[src/rtl/assert_macros.svh]
// Assertion macros shared by the reorder buffer RTL.
// Depends on nothing; bodies are empty when SYNTHESIS is defined.
`ifndef ASSERT_MACROS_SVH
`define ASSERT_MACROS_SVH
`ifndef SYNTHESIS
`define TRB_ASSERT(label, clk, rst_n, prop) \
    label: assert property (@(posedge clk) disable iff (!rst_n) prop) \
        else $error("assertion failed");
`define TRB_NEVER(label, clk, rst_n, expr) \
    label: assert property (@(posedge clk) disable iff (!rst_n) !(expr)) \
        else $error("forbidden condition");
`else
`define TRB_ASSERT(label, clk, rst_n, prop)
`define TRB_NEVER(label, clk, rst_n, expr)
`endif
`endif

[src/rtl/trb_pkg.sv]
// Shared constants, codes and types of the transport reorder buffer.
// Depends on nothing.
package trb_pkg;
    localparam int TABLE_ENTRIES = 16;
    localparam int ACK_ENTRIES   = 16;
    localparam int RESULT_CAP    = 16;
    localparam int TIDX_W        = $clog2(TABLE_ENTRIES);
    localparam int AIDX_W        = $clog2(ACK_ENTRIES);
    localparam int ACNT_W        = $clog2(ACK_ENTRIES + 1);
    localparam logic [31:0] MAX_BYTES_RST = 32'd32768;

    typedef enum logic [1:0] {
        CMD_ADD  = 2'd0,
        CMD_NEXT = 2'd1,
        CMD_ACKS = 2'd2,
        CMD_NONE = 2'd3
    } cmd_t;

    typedef enum logic [3:0] {
        ST_STORED = 4'd0,
        ST_OVER   = 4'd1,
        ST_DUP    = 4'd2,
        ST_POPPED = 4'd3,
        ST_PEEKED = 4'd4,
        ST_EMPTY  = 4'd5,
        ST_ACK    = 4'd6,
        ST_NOACK  = 4'd7,
        ST_FULL   = 4'd8
    } status_t;

    typedef enum logic [1:0] {
        S_IDLE,
        S_EXEC,
        S_PEEK,
        S_DRAIN
    } state_t;

    typedef struct packed {
        logic write;
        logic drop;
    } cell_ctl_t;
endpackage

[src/rtl/trb_entry_cell.sv]
// One segment table entry: valid bit, sequence, length and handle.
// Depends on trb_pkg; chained to its neighbours through the free-slot chain.
module trb_entry_cell
    import trb_pkg::*;
(
    input  logic        clk,
    input  logic        rst_n,
    input  cell_ctl_t   ctl,
    input  logic [31:0] seq_in,
    input  logic [15:0] len_in,
    input  logic [15:0] handle_in,
    input  logic [31:0] key,
    input  logic        free_in,
    output logic        free_out,
    output logic        first_free,
    output logic        valid,
    output logic        match,
    output logic [31:0] seq,
    output logic [15:0] len,
    output logic [15:0] handle
);
    logic        valid_reg;
    logic [31:0] seq_reg;
    logic [15:0] len_reg;
    logic [15:0] handle_reg;

    always_ff @(posedge clk or negedge rst_n)
    begin
        if (!rst_n)
        begin
            valid_reg <= 1'b0;
        end
        else if (ctl.write)
        begin
            valid_reg <= 1'b1;
        end
        else if (ctl.drop)
        begin
            valid_reg <= 1'b0;
        end
    end

    always_ff @(posedge clk)
    begin
        if (ctl.write)
        begin
            seq_reg    <= seq_in;
            len_reg    <= len_in;
            handle_reg <= handle_in;
        end
    end

    assign free_out   = free_in & valid_reg;
    assign first_free = free_in & ~valid_reg;
    assign valid      = valid_reg;
    assign match      = valid_reg && (seq_reg == key);
    assign seq        = seq_reg;
    assign len        = len_reg;
    assign handle     = handle_reg;
endmodule

[src/rtl/trb_ack_cell.sv]
// One pending acknowledgement slot: valid bit and sequence.
// Depends on trb_pkg; chained to its neighbours through the free-slot chain.
module trb_ack_cell
    import trb_pkg::*;
(
    input  logic        clk,
    input  logic        rst_n,
    input  cell_ctl_t   ctl,
    input  logic [31:0] seq_in,
    input  logic        free_in,
    output logic        free_out,
    output logic        first_free,
    output logic        valid,
    output logic        match,
    output logic [31:0] seq
);
    logic        valid_reg;
    logic [31:0] seq_reg;

    always_ff @(posedge clk or negedge rst_n)
    begin
        if (!rst_n)
        begin
            valid_reg <= 1'b0;
        end
        else if (ctl.write)
        begin
            valid_reg <= 1'b1;
        end
        else if (ctl.drop)
        begin
            valid_reg <= 1'b0;
        end
    end

    always_ff @(posedge clk)
    begin
        if (ctl.write)
        begin
            seq_reg <= seq_in;
        end
    end

    assign free_out   = free_in & valid_reg;
    assign first_free = free_in & ~valid_reg;
    assign valid      = valid_reg;
    assign match      = valid_reg && (seq_reg == seq_in);
    assign seq        = seq_reg;
endmodule

[src/rtl/transport_reorder_buffer.sv]
// Top level of the receive reorder buffer: command sequencer, counters, cell rows.
// Depends on trb_pkg, trb_entry_cell, trb_ack_cell and assert_macros.svh.
//
// channel   | handshake                 | payload
// command   | start / busy              | command, segment_seq, segment_length, packet_handle
// result    | result_valid (one cycle)  | status, handle_out, seq_out, last_result,
//           |                           | bytes_in_buffer, next_expected_seq, ack_overflow
// config    | max_buffer_bytes_we       | max_buffer_bytes
//
// Add, in-order next, empty and no-ack: matched in S_EXEC, result shown in the next cycle.
// Peek: S_PEEK examines one table cell per cycle and shows the result after the last cell.
// Acks: for each ack, S_DRAIN scans all ack slots and shows the smallest pending sequence.
// Reset clears all valid bits, counters and the sequencer; no clearing pass.
// Results cannot be stalled; busy falls as the last result is registered, so a new
// transfer may be taken in the cycle that shows it.
`include "assert_macros.svh"
module transport_reorder_buffer
    import trb_pkg::*;
(
    input  logic        clk,
    input  logic        rst_n,
    input  logic        start,
    output logic        busy,
    input  logic [1:0]  command,
    input  logic [31:0] segment_seq,
    input  logic [15:0] segment_length,
    input  logic [15:0] packet_handle,
    input  logic        max_buffer_bytes_we,
    input  logic [31:0] max_buffer_bytes,
    output logic        result_valid,
    output logic [3:0]  status,
    output logic [15:0] handle_out,
    output logic [31:0] seq_out,
    output logic        last_result,
    output logic [31:0] bytes_in_buffer,
    output logic [31:0] next_expected_seq,
    output logic        ack_overflow
);
    state_t state_reg, state_next;
    cmd_t   cmd_reg;
    logic [31:0] seq_reg;
    logic [15:0] len_reg;
    logic [15:0] hd_reg;
    logic [31:0] max_reg;
    logic [31:0] held_reg, held_next;
    logic [31:0] exp_reg, exp_next;
    logic [TIDX_W-1:0] t_idx_reg, t_idx_next;
    logic [AIDX_W-1:0] a_idx_reg, a_idx_next;
    logic        best_vld_reg, best_vld_next;
    logic [31:0] best_key_reg, best_key_next;
    logic [TIDX_W-1:0] best_t_reg, best_t_next;
    logic [AIDX_W-1:0] best_a_reg, best_a_next;
    logic [ACNT_W-1:0] remain_reg, remain_next;

    logic        strobe_reg, strobe_next;
    logic [3:0]  status_reg, status_next;
    logic [15:0] hout_reg, hout_next;
    logic [31:0] sout_reg, sout_next;
    logic        last_reg, last_next;
    logic        ovf_reg, ovf_next;

    cell_ctl_t   e_ctl [TABLE_ENTRIES];
    logic [TABLE_ENTRIES:0] e_chain;
    logic [TABLE_ENTRIES-1:0] e_first, e_valid, e_match;
    logic [31:0] e_seq [TABLE_ENTRIES];
    logic [15:0] e_len [TABLE_ENTRIES];
    logic [15:0] e_hd  [TABLE_ENTRIES];
    logic [31:0] e_key;

    cell_ctl_t   a_ctl [ACK_ENTRIES];
    logic [ACK_ENTRIES:0] a_chain;
    logic [ACK_ENTRIES-1:0] a_first, a_valid, a_match;
    logic [31:0] a_seq [ACK_ENTRIES];

    logic [15:0] hit_len, hit_hd;
    logic [ACNT_W-1:0] a_count;
    logic [32:0] sum_bytes;
    logic        cur_take;
    logic [31:0] cur_key;
    logic [31:0] f_key;
    logic [TIDX_W-1:0] f_t;
    logic [AIDX_W-1:0] f_a;

    assign e_key      = (cmd_reg == CMD_ADD) ? seq_reg : exp_reg;
    assign e_chain[0] = 1'b1;
    assign a_chain[0] = 1'b1;

    for (genvar i = 0; i < TABLE_ENTRIES; i++)
    begin : g_entry
        trb_entry_cell u_cell (
            .clk        (clk),
            .rst_n      (rst_n),
            .ctl        (e_ctl[i]),
            .seq_in     (seq_reg),
            .len_in     (len_reg),
            .handle_in  (hd_reg),
            .key        (e_key),
            .free_in    (e_chain[i]),
            .free_out   (e_chain[i+1]),
            .first_free (e_first[i]),
            .valid      (e_valid[i]),
            .match      (e_match[i]),
            .seq        (e_seq[i]),
            .len        (e_len[i]),
            .handle     (e_hd[i])
        );
    end

    for (genvar j = 0; j < ACK_ENTRIES; j++)
    begin : g_ack
        trb_ack_cell u_cell (
            .clk        (clk),
            .rst_n      (rst_n),
            .ctl        (a_ctl[j]),
            .seq_in     (seq_reg),
            .free_in    (a_chain[j]),
            .free_out   (a_chain[j+1]),
            .first_free (a_first[j]),
            .valid      (a_valid[j]),
            .match      (a_match[j]),
            .seq        (a_seq[j])
        );
    end

    always_comb
    begin
        hit_len = '0;
        hit_hd  = '0;
        for (int i = 0; i < TABLE_ENTRIES; i++)
        begin
            hit_len = hit_len | (e_match[i] ? e_len[i] : 16'd0);
            hit_hd  = hit_hd  | (e_match[i] ? e_hd[i]  : 16'd0);
        end
        a_count = '0;
        for (int j = 0; j < ACK_ENTRIES; j++)
        begin
            a_count = a_count + ACNT_W'(a_valid[j]);
        end
    end

    assign sum_bytes = {1'b0, held_reg} + {17'd0, len_reg};

    always_ff @(posedge clk or negedge rst_n)
    begin
        if (!rst_n)
        begin
            max_reg <= MAX_BYTES_RST;
        end
        else if (max_buffer_bytes_we)
        begin
            max_reg <= max_buffer_bytes;
        end
    end

    always_ff @(posedge clk or negedge rst_n)
    begin
        if (!rst_n)
        begin
            state_reg    <= S_IDLE;
            held_reg     <= '0;
            exp_reg      <= '0;
            t_idx_reg    <= '0;
            a_idx_reg    <= '0;
            best_vld_reg <= 1'b0;
            remain_reg   <= '0;
            strobe_reg   <= 1'b0;
        end
        else
        begin
            state_reg    <= state_next;
            held_reg     <= held_next;
            exp_reg      <= exp_next;
            t_idx_reg    <= t_idx_next;
            a_idx_reg    <= a_idx_next;
            best_vld_reg <= best_vld_next;
            remain_reg   <= remain_next;
            strobe_reg   <= strobe_next;
        end
    end

    always_ff @(posedge clk)
    begin
        if (start && !busy)
        begin
            cmd_reg <= cmd_t'(command);
            seq_reg <= segment_seq;
            len_reg <= segment_length;
            hd_reg  <= packet_handle;
        end
        best_key_reg <= best_key_next;
        best_t_reg   <= best_t_next;
        best_a_reg   <= best_a_next;
        status_reg   <= status_next;
        hout_reg     <= hout_next;
        sout_reg     <= sout_next;
        last_reg     <= last_next;
        ovf_reg      <= ovf_next;
    end

    always_comb
    begin
        state_next    = state_reg;
        held_next     = held_reg;
        exp_next      = exp_reg;
        t_idx_next    = t_idx_reg;
        a_idx_next    = a_idx_reg;
        best_vld_next = best_vld_reg;
        best_key_next = best_key_reg;
        best_t_next   = best_t_reg;
        best_a_next   = best_a_reg;
        remain_next   = remain_reg;
        strobe_next   = 1'b0;
        status_next   = status_reg;
        hout_next     = 16'd0;
        sout_next     = sout_reg;
        last_next     = 1'b1;
        ovf_next      = 1'b0;
        cur_take      = 1'b0;
        cur_key       = '0;
        f_key         = best_key_reg;
        f_t           = best_t_reg;
        f_a           = best_a_reg;
        for (int i = 0; i < TABLE_ENTRIES; i++)
        begin
            e_ctl[i] = '0;
        end
        for (int j = 0; j < ACK_ENTRIES; j++)
        begin
            a_ctl[j] = '0;
        end

        case (state_reg)
            S_IDLE:
            begin
                if (start)
                begin
                    state_next = S_EXEC;
                end
            end
            S_EXEC:
            begin
                state_next = S_IDLE;
                case (cmd_reg)
                    CMD_ADD:
                    begin
                        strobe_next = 1'b1;
                        sout_next   = seq_reg;
                        if (sum_bytes > {1'b0, max_reg})
                        begin
                            status_next = ST_OVER;
                        end
                        else
                        begin
                            if (|e_match)
                            begin
                                status_next = ST_DUP;
                            end
                            else if (e_chain[TABLE_ENTRIES])
                            begin
                                status_next = ST_FULL;
                            end
                            else
                            begin
                                status_next = ST_STORED;
                                held_next   = sum_bytes[31:0];
                                for (int i = 0; i < TABLE_ENTRIES; i++)
                                begin
                                    e_ctl[i].write = e_first[i];
                                end
                            end
                            if (!(|e_match) && e_chain[TABLE_ENTRIES])
                            begin
                                ovf_next = 1'b0;
                            end
                            else if (!(|a_match))
                            begin
                                if (a_chain[ACK_ENTRIES])
                                begin
                                    ovf_next = 1'b1;
                                end
                                else
                                begin
                                    for (int j = 0; j < ACK_ENTRIES; j++)
                                    begin
                                        a_ctl[j].write = a_first[j];
                                    end
                                end
                            end
                        end
                    end
                    CMD_NEXT:
                    begin
                        if (|e_match)
                        begin
                            strobe_next = 1'b1;
                            status_next = ST_POPPED;
                            hout_next   = hit_hd;
                            sout_next   = exp_reg;
                            exp_next    = exp_reg + {16'd0, hit_len};
                            held_next   = held_reg - {16'd0, hit_len};
                            for (int i = 0; i < TABLE_ENTRIES; i++)
                            begin
                                e_ctl[i].drop = e_match[i];
                            end
                        end
                        else if (!(|e_valid))
                        begin
                            strobe_next = 1'b1;
                            status_next = ST_EMPTY;
                            sout_next   = '0;
                        end
                        else
                        begin
                            state_next    = S_PEEK;
                            t_idx_next    = '0;
                            best_vld_next = 1'b0;
                        end
                    end
                    CMD_ACKS:
                    begin
                        if (a_count == '0)
                        begin
                            strobe_next = 1'b1;
                            status_next = ST_NOACK;
                            sout_next   = '0;
                        end
                        else
                        begin
                            state_next    = S_DRAIN;
                            a_idx_next    = '0;
                            best_vld_next = 1'b0;
                            remain_next   = (int'(a_count) > RESULT_CAP)
                                          ? ACNT_W'(RESULT_CAP) : a_count;
                        end
                    end
                    default:
                    begin
                        state_next = S_IDLE;
                    end
                endcase
            end
            S_PEEK:
            begin
                cur_key  = e_seq[t_idx_reg] - exp_reg;
                cur_take = e_valid[t_idx_reg] && (!best_vld_reg || cur_key < best_key_reg);
                if (cur_take)
                begin
                    f_key = cur_key;
                    f_t   = t_idx_reg;
                end
                best_vld_next = best_vld_reg | cur_take;
                best_key_next = f_key;
                best_t_next   = f_t;
                if (t_idx_reg == TIDX_W'(TABLE_ENTRIES - 1))
                begin
                    state_next  = S_IDLE;
                    strobe_next = 1'b1;
                    status_next = ST_PEEKED;
                    hout_next   = e_hd[f_t];
                    sout_next   = e_seq[f_t];
                end
                else
                begin
                    t_idx_next = t_idx_reg + TIDX_W'(1);
                end
            end
            S_DRAIN:
            begin
                cur_key  = a_seq[a_idx_reg];
                cur_take = a_valid[a_idx_reg] && (!best_vld_reg || cur_key < best_key_reg);
                if (cur_take)
                begin
                    f_key = cur_key;
                    f_a   = a_idx_reg;
                end
                best_vld_next = best_vld_reg | cur_take;
                best_key_next = f_key;
                best_a_next   = f_a;
                if (a_idx_reg == AIDX_W'(ACK_ENTRIES - 1))
                begin
                    strobe_next     = 1'b1;
                    status_next     = ST_ACK;
                    sout_next       = f_key;
                    last_next       = (remain_reg == ACNT_W'(1));
                    a_ctl[f_a].drop = 1'b1;
                    remain_next     = remain_reg - ACNT_W'(1);
                    a_idx_next      = '0;
                    best_vld_next   = 1'b0;
                    if (remain_reg == ACNT_W'(1))
                    begin
                        state_next = S_IDLE;
                    end
                end
                else
                begin
                    a_idx_next = a_idx_reg + AIDX_W'(1);
                end
            end
            default:
            begin
                state_next = S_IDLE;
            end
        endcase
    end

    assign busy              = (state_reg != S_IDLE);
    assign result_valid      = strobe_reg;
    assign status            = status_reg;
    assign handle_out        = hout_reg;
    assign seq_out           = sout_reg;
    assign last_result       = last_reg;
    assign bytes_in_buffer   = held_reg;
    assign next_expected_seq = exp_reg;
    assign ack_overflow      = ovf_reg;

    `TRB_ASSERT(a_entry_match_unique, clk, rst_n, $onehot0(e_match))
    `TRB_ASSERT(a_ack_match_unique, clk, rst_n, $onehot0(a_match))
    `TRB_ASSERT(a_single_result_last, clk, rst_n, (strobe_reg && status_reg != ST_ACK) |-> last_reg)
    `TRB_NEVER(a_drain_empty_slot, clk, rst_n, state_reg == S_DRAIN && a_count == '0)
endmodule
[config.mk]
export PLATFORM = sky130hd
export DESIGN_NAME = transport_reorder_buffer
export DESIGN_NICKNAME = d
export VERILOG_FILES = /design/src/rtl/trb_pkg.sv /design/src/rtl/trb_entry_cell.sv /design/src/rtl/trb_ack_cell.sv /design/src/rtl/transport_reorder_buffer.sv
export VERILOG_INCLUDE_DIRS = /design/src /design/src/rtl
export SDC_FILE = /design/constraint.sdc
export NUM_CORES = 2
export LEC_CHECK = 0
export BUFFER_PORTS_ARGS = -buffer_cell sky130_fd_sc_hd__buf_2
export CAP_MARGIN = 20
export CORE_MARGIN = 5
export CORE_UTILIZATION = 63
export CTS_CLUSTER_SIZE = 28
export DETAILED_ROUTE_END_ITERATION = 10
export PLACE_DENSITY = 0.81
export SLEW_MARGIN = 20
export SYNTH_ARGS = -nofsm -noshare
export SYNTH_HDL_FRONTEND = slang
export SYNTH_SLANG_ARGS = --single-unit
[constraint.sdc]
create_clock -name clk -period 14.9 [get_ports clk]
set_clock_uncertainty 0.15 [all_clocks]
set_input_delay 0.745 -clock clk [delete_from_list [all_inputs] [get_ports clk]]
set_output_delay 0.745 -clock clk [all_outputs]
set_load 0.02 [all_outputs]
==> metrics <==
relative area change from synthesis to final layout=11.40%; total leakage power=approximately 36 nW; most numerous cell in the Yosys netlist=edfxtp_1; number of maximum-capacitance violations=0; flops & latches, synth=1841; fill cell total of the finished layout=9874; number of buffer cells added on primary ports=221; post-CTS repair timing setup buffer count=0; top_reg_cell synth=edfxtp_1; fraction of registers with async set or reset after synthesis=0.07876; clock buffers created by TritonCTS=187; Clock Root Buffer=clkbuf_16; global-route wire length before repair=515100 um; worst ir drop on vdd=113.0 uV; type of the worst setup path=reg2reg; proportion of netlist area held by the largest area contributor=0.5282; pin count of the biggest net entering global routing=107; worst-path maximum fanout=a little under 90; met1 wire length=122300 um; worst-case clock buffer depth=3; stage delay of the slowest cell on the critical path=830 ps; estimated wirelength of the detail-placed design=approximately 260000 um; Mapped Nets=7214; top routing layer in use=met5; num ports=222; effective utilization at floorplan=0.6354; DR WL met2=156500 um; GR Overflow Total=0; clock tree from TritonCTS=yes; maximum clock frequency=91.12 MHz; most frequent cells after synthesis=edfxtp_1, xnor2_1, nand2_1; worst hold slack after final layout=19.42 ps; die footprint=0.1593 sq mm; total wire length after detailed routing=around 370000 um; final max-slew violation count=0; Arrival @ worst endpoint=11350 ps; H-tree lvl count=4; total number of nets in the final design=between 7000 and 8000; sequential cell area fraction in the yosys report=0.5700; Via density=roughly 7.5; leading area contributor after synthesis=edfxtp_1; TritonRoute pass-1 iters=7; number of sinks on the clock net=roughly 1800; number of synthesized flops with an enable pin=approximately 1700; min cycle time layout=10980 ps; total power density per cell area=98.27 mW/mm^2; clock insertion delay at the later pin of the skew report=840 ps; remaining antenna violation count after routing=0; distinct cell type count after synthesis=100; average wire length per cell after detail routing=39.86 um; Horiz. Die Dim=399.1 um; mean instance size in the synthesized netlist=13.82 sq um; via count=70240; CORE AREA=~0.15 sq mm; Final setup violation count=0; total count of hold-check failures in the final report=0; GPL Wtd Cong=approximately 1.1; met3 wirelength from detailed routing=62990 um; number of rows in the core area=142; nature of the critical path startpoint=flip-flop; First DRT Iteration DRCs=12810; result of the run=finished, final reports clean; total routing resource utilization after global routing=0.4654; path type of the worst min-delay path=in2reg; remaining design rule violation count=0; Tightest Pin Transition=about 1400 ps; cell type of the slowest stage on the worst timing path=buf_4; via count of the first global-routing pass=between 60000 and 70000; initial antenna violation count=41; layout cells sized above 1=0.1683; clock transition time at the flip-flop clock pins of the worst setup and hold paths=70 ps; Yosys warning total=0; total area of multi-input combinational cells=around 0.04 sq mm; Post-Synthesis Cells=roughly 7000; element type at the critical path end=flip-flop; post-synthesis cell area=0.09539 sq mm; Worst Path Required=15270 ps; setup total negative slack=0 ps; worst rel slew slack=0.03876; Seq. cell area=0.05440 sq mm; fin crit share=0.7366; die height=between 300 and 400 um; top cells by area, synth=edfxtp_1, mux4_2, xnor2_1; setup repair after global routing missed its margin=no
cells in the final DEF, fill, tap and decap left out, types with 42 or more instances in the layout:
cell type	count
nand4_1	166
nor2_1	122
nand2_1	644
a21oi_1	126
edfxtp_1	1678
inv_1	178
dlygate4sd3_1	88
a22oi_1	78
mux2i_1	59
a22o_1	108
o21ai_0	122
clkbuf_1	42
buf_4	180
nor4_1	177
ha_1	192
a31oi_1	47
a221oi_1	146
and3_1	105
nor3_1	54
clkbuf_16	189
buf_2	220
nand3_1	219
a21o_1	87
xnor2_1	950
a311oi_1	76
mux4_2	402
xor2_1	170
dfrtp_1	137
cells by family after synthesis:
group | Yosys count | synth area share
multiplexers | 503 | 0.1098
flip-flops | 1841 | 0.5700
buffers and inverters | 589 | 0.02631
AO/OA/AOI/OAI | 979 | 0.07534
XOR/XNOR | 1120 | 0.1028
adder cells (fa/ha/maj) | 208 | 0.02838
AND/OR/NAND/NOR | 1664 | 0.08731
report_power, final:
| group | switching (mW) | internal, mW | total (mW) |
|---|---|---|---|
| Sequential | 0.00230 | 5.56 | 5.57 |
| Combinational | 0.0336 | 0.0348 | 0.0684 |
| Clock | 2.09 | 2.72 | 4.81 |
stage by stage:
stage            util  cells  power, mW  worst slack [ps]  cell area, sq um
2_1_floorplan       -   6904      5.695              2965             95390
3_3_place_gp   0.6598   8918      5.722              4311             99050
3_5_place_dp   0.6599   8918      5.725              4217             99070
4_1_cts        0.7069   9355      10.43              4154            106100
5_1_grt        0.7076   9359      10.67              3517            106200
6_report       0.7079   9375      10.44              3925            106300
cell type report:
type,instances,share of cell area
multi-input combinational,4474,0.3667
antenna,16,0.0003768
tap,2016,0.02374
clock inverter,109,0.01101
sequential,1841,0.5119
timing repair buffer,495,0.03251
inverter,184,0.006664
clock buffer,240,0.04715
final timing paths:
check,cells after the start,to,startpoint,slack (ps)
setup / recovery,30,seq_out[1],t_idx_reg[0],3920
hold / removal,1,cmd_reg[0],command[0],20
setup reg to reg,30,seq_out[1],t_idx_reg[0],3920
hold reg to reg,2,max_reg[15],max_reg[15],390
max in group asynchronous,3,a_idx_reg[0],rst_n,12560
min in group asynchronous,2,g_ack[3].u_cell.valid,rst_n,440
per-layer routing:
metal,up-vias,GRT usage
met5,-,0.008005
met3,1554,0.1854
met2,6776,0.6634
met1,34610,0.6032
li1,27270,-
met4,36,0.2807
critical path: cells and delay by family (launching register included):
kind	cells	cell delay (ps)
DFF	1	600
muxes	4	1810
and+or+nand+nor	4	510
xor gates and xnor gates	1	200
AOI/OAI and AO/OA	12	3510
adders and majority gates	3	910
buffers and inverters	6	2850
timing repair:
action | CTS | global route
hold buffers | 88 | 0
endpoints found under the hold margin | 163 | 0
endpoints found under the setup margin | 0 | 0
gates resized for setup | 0 | 0
No activity file was read; power rests on OpenSTA's default activity.
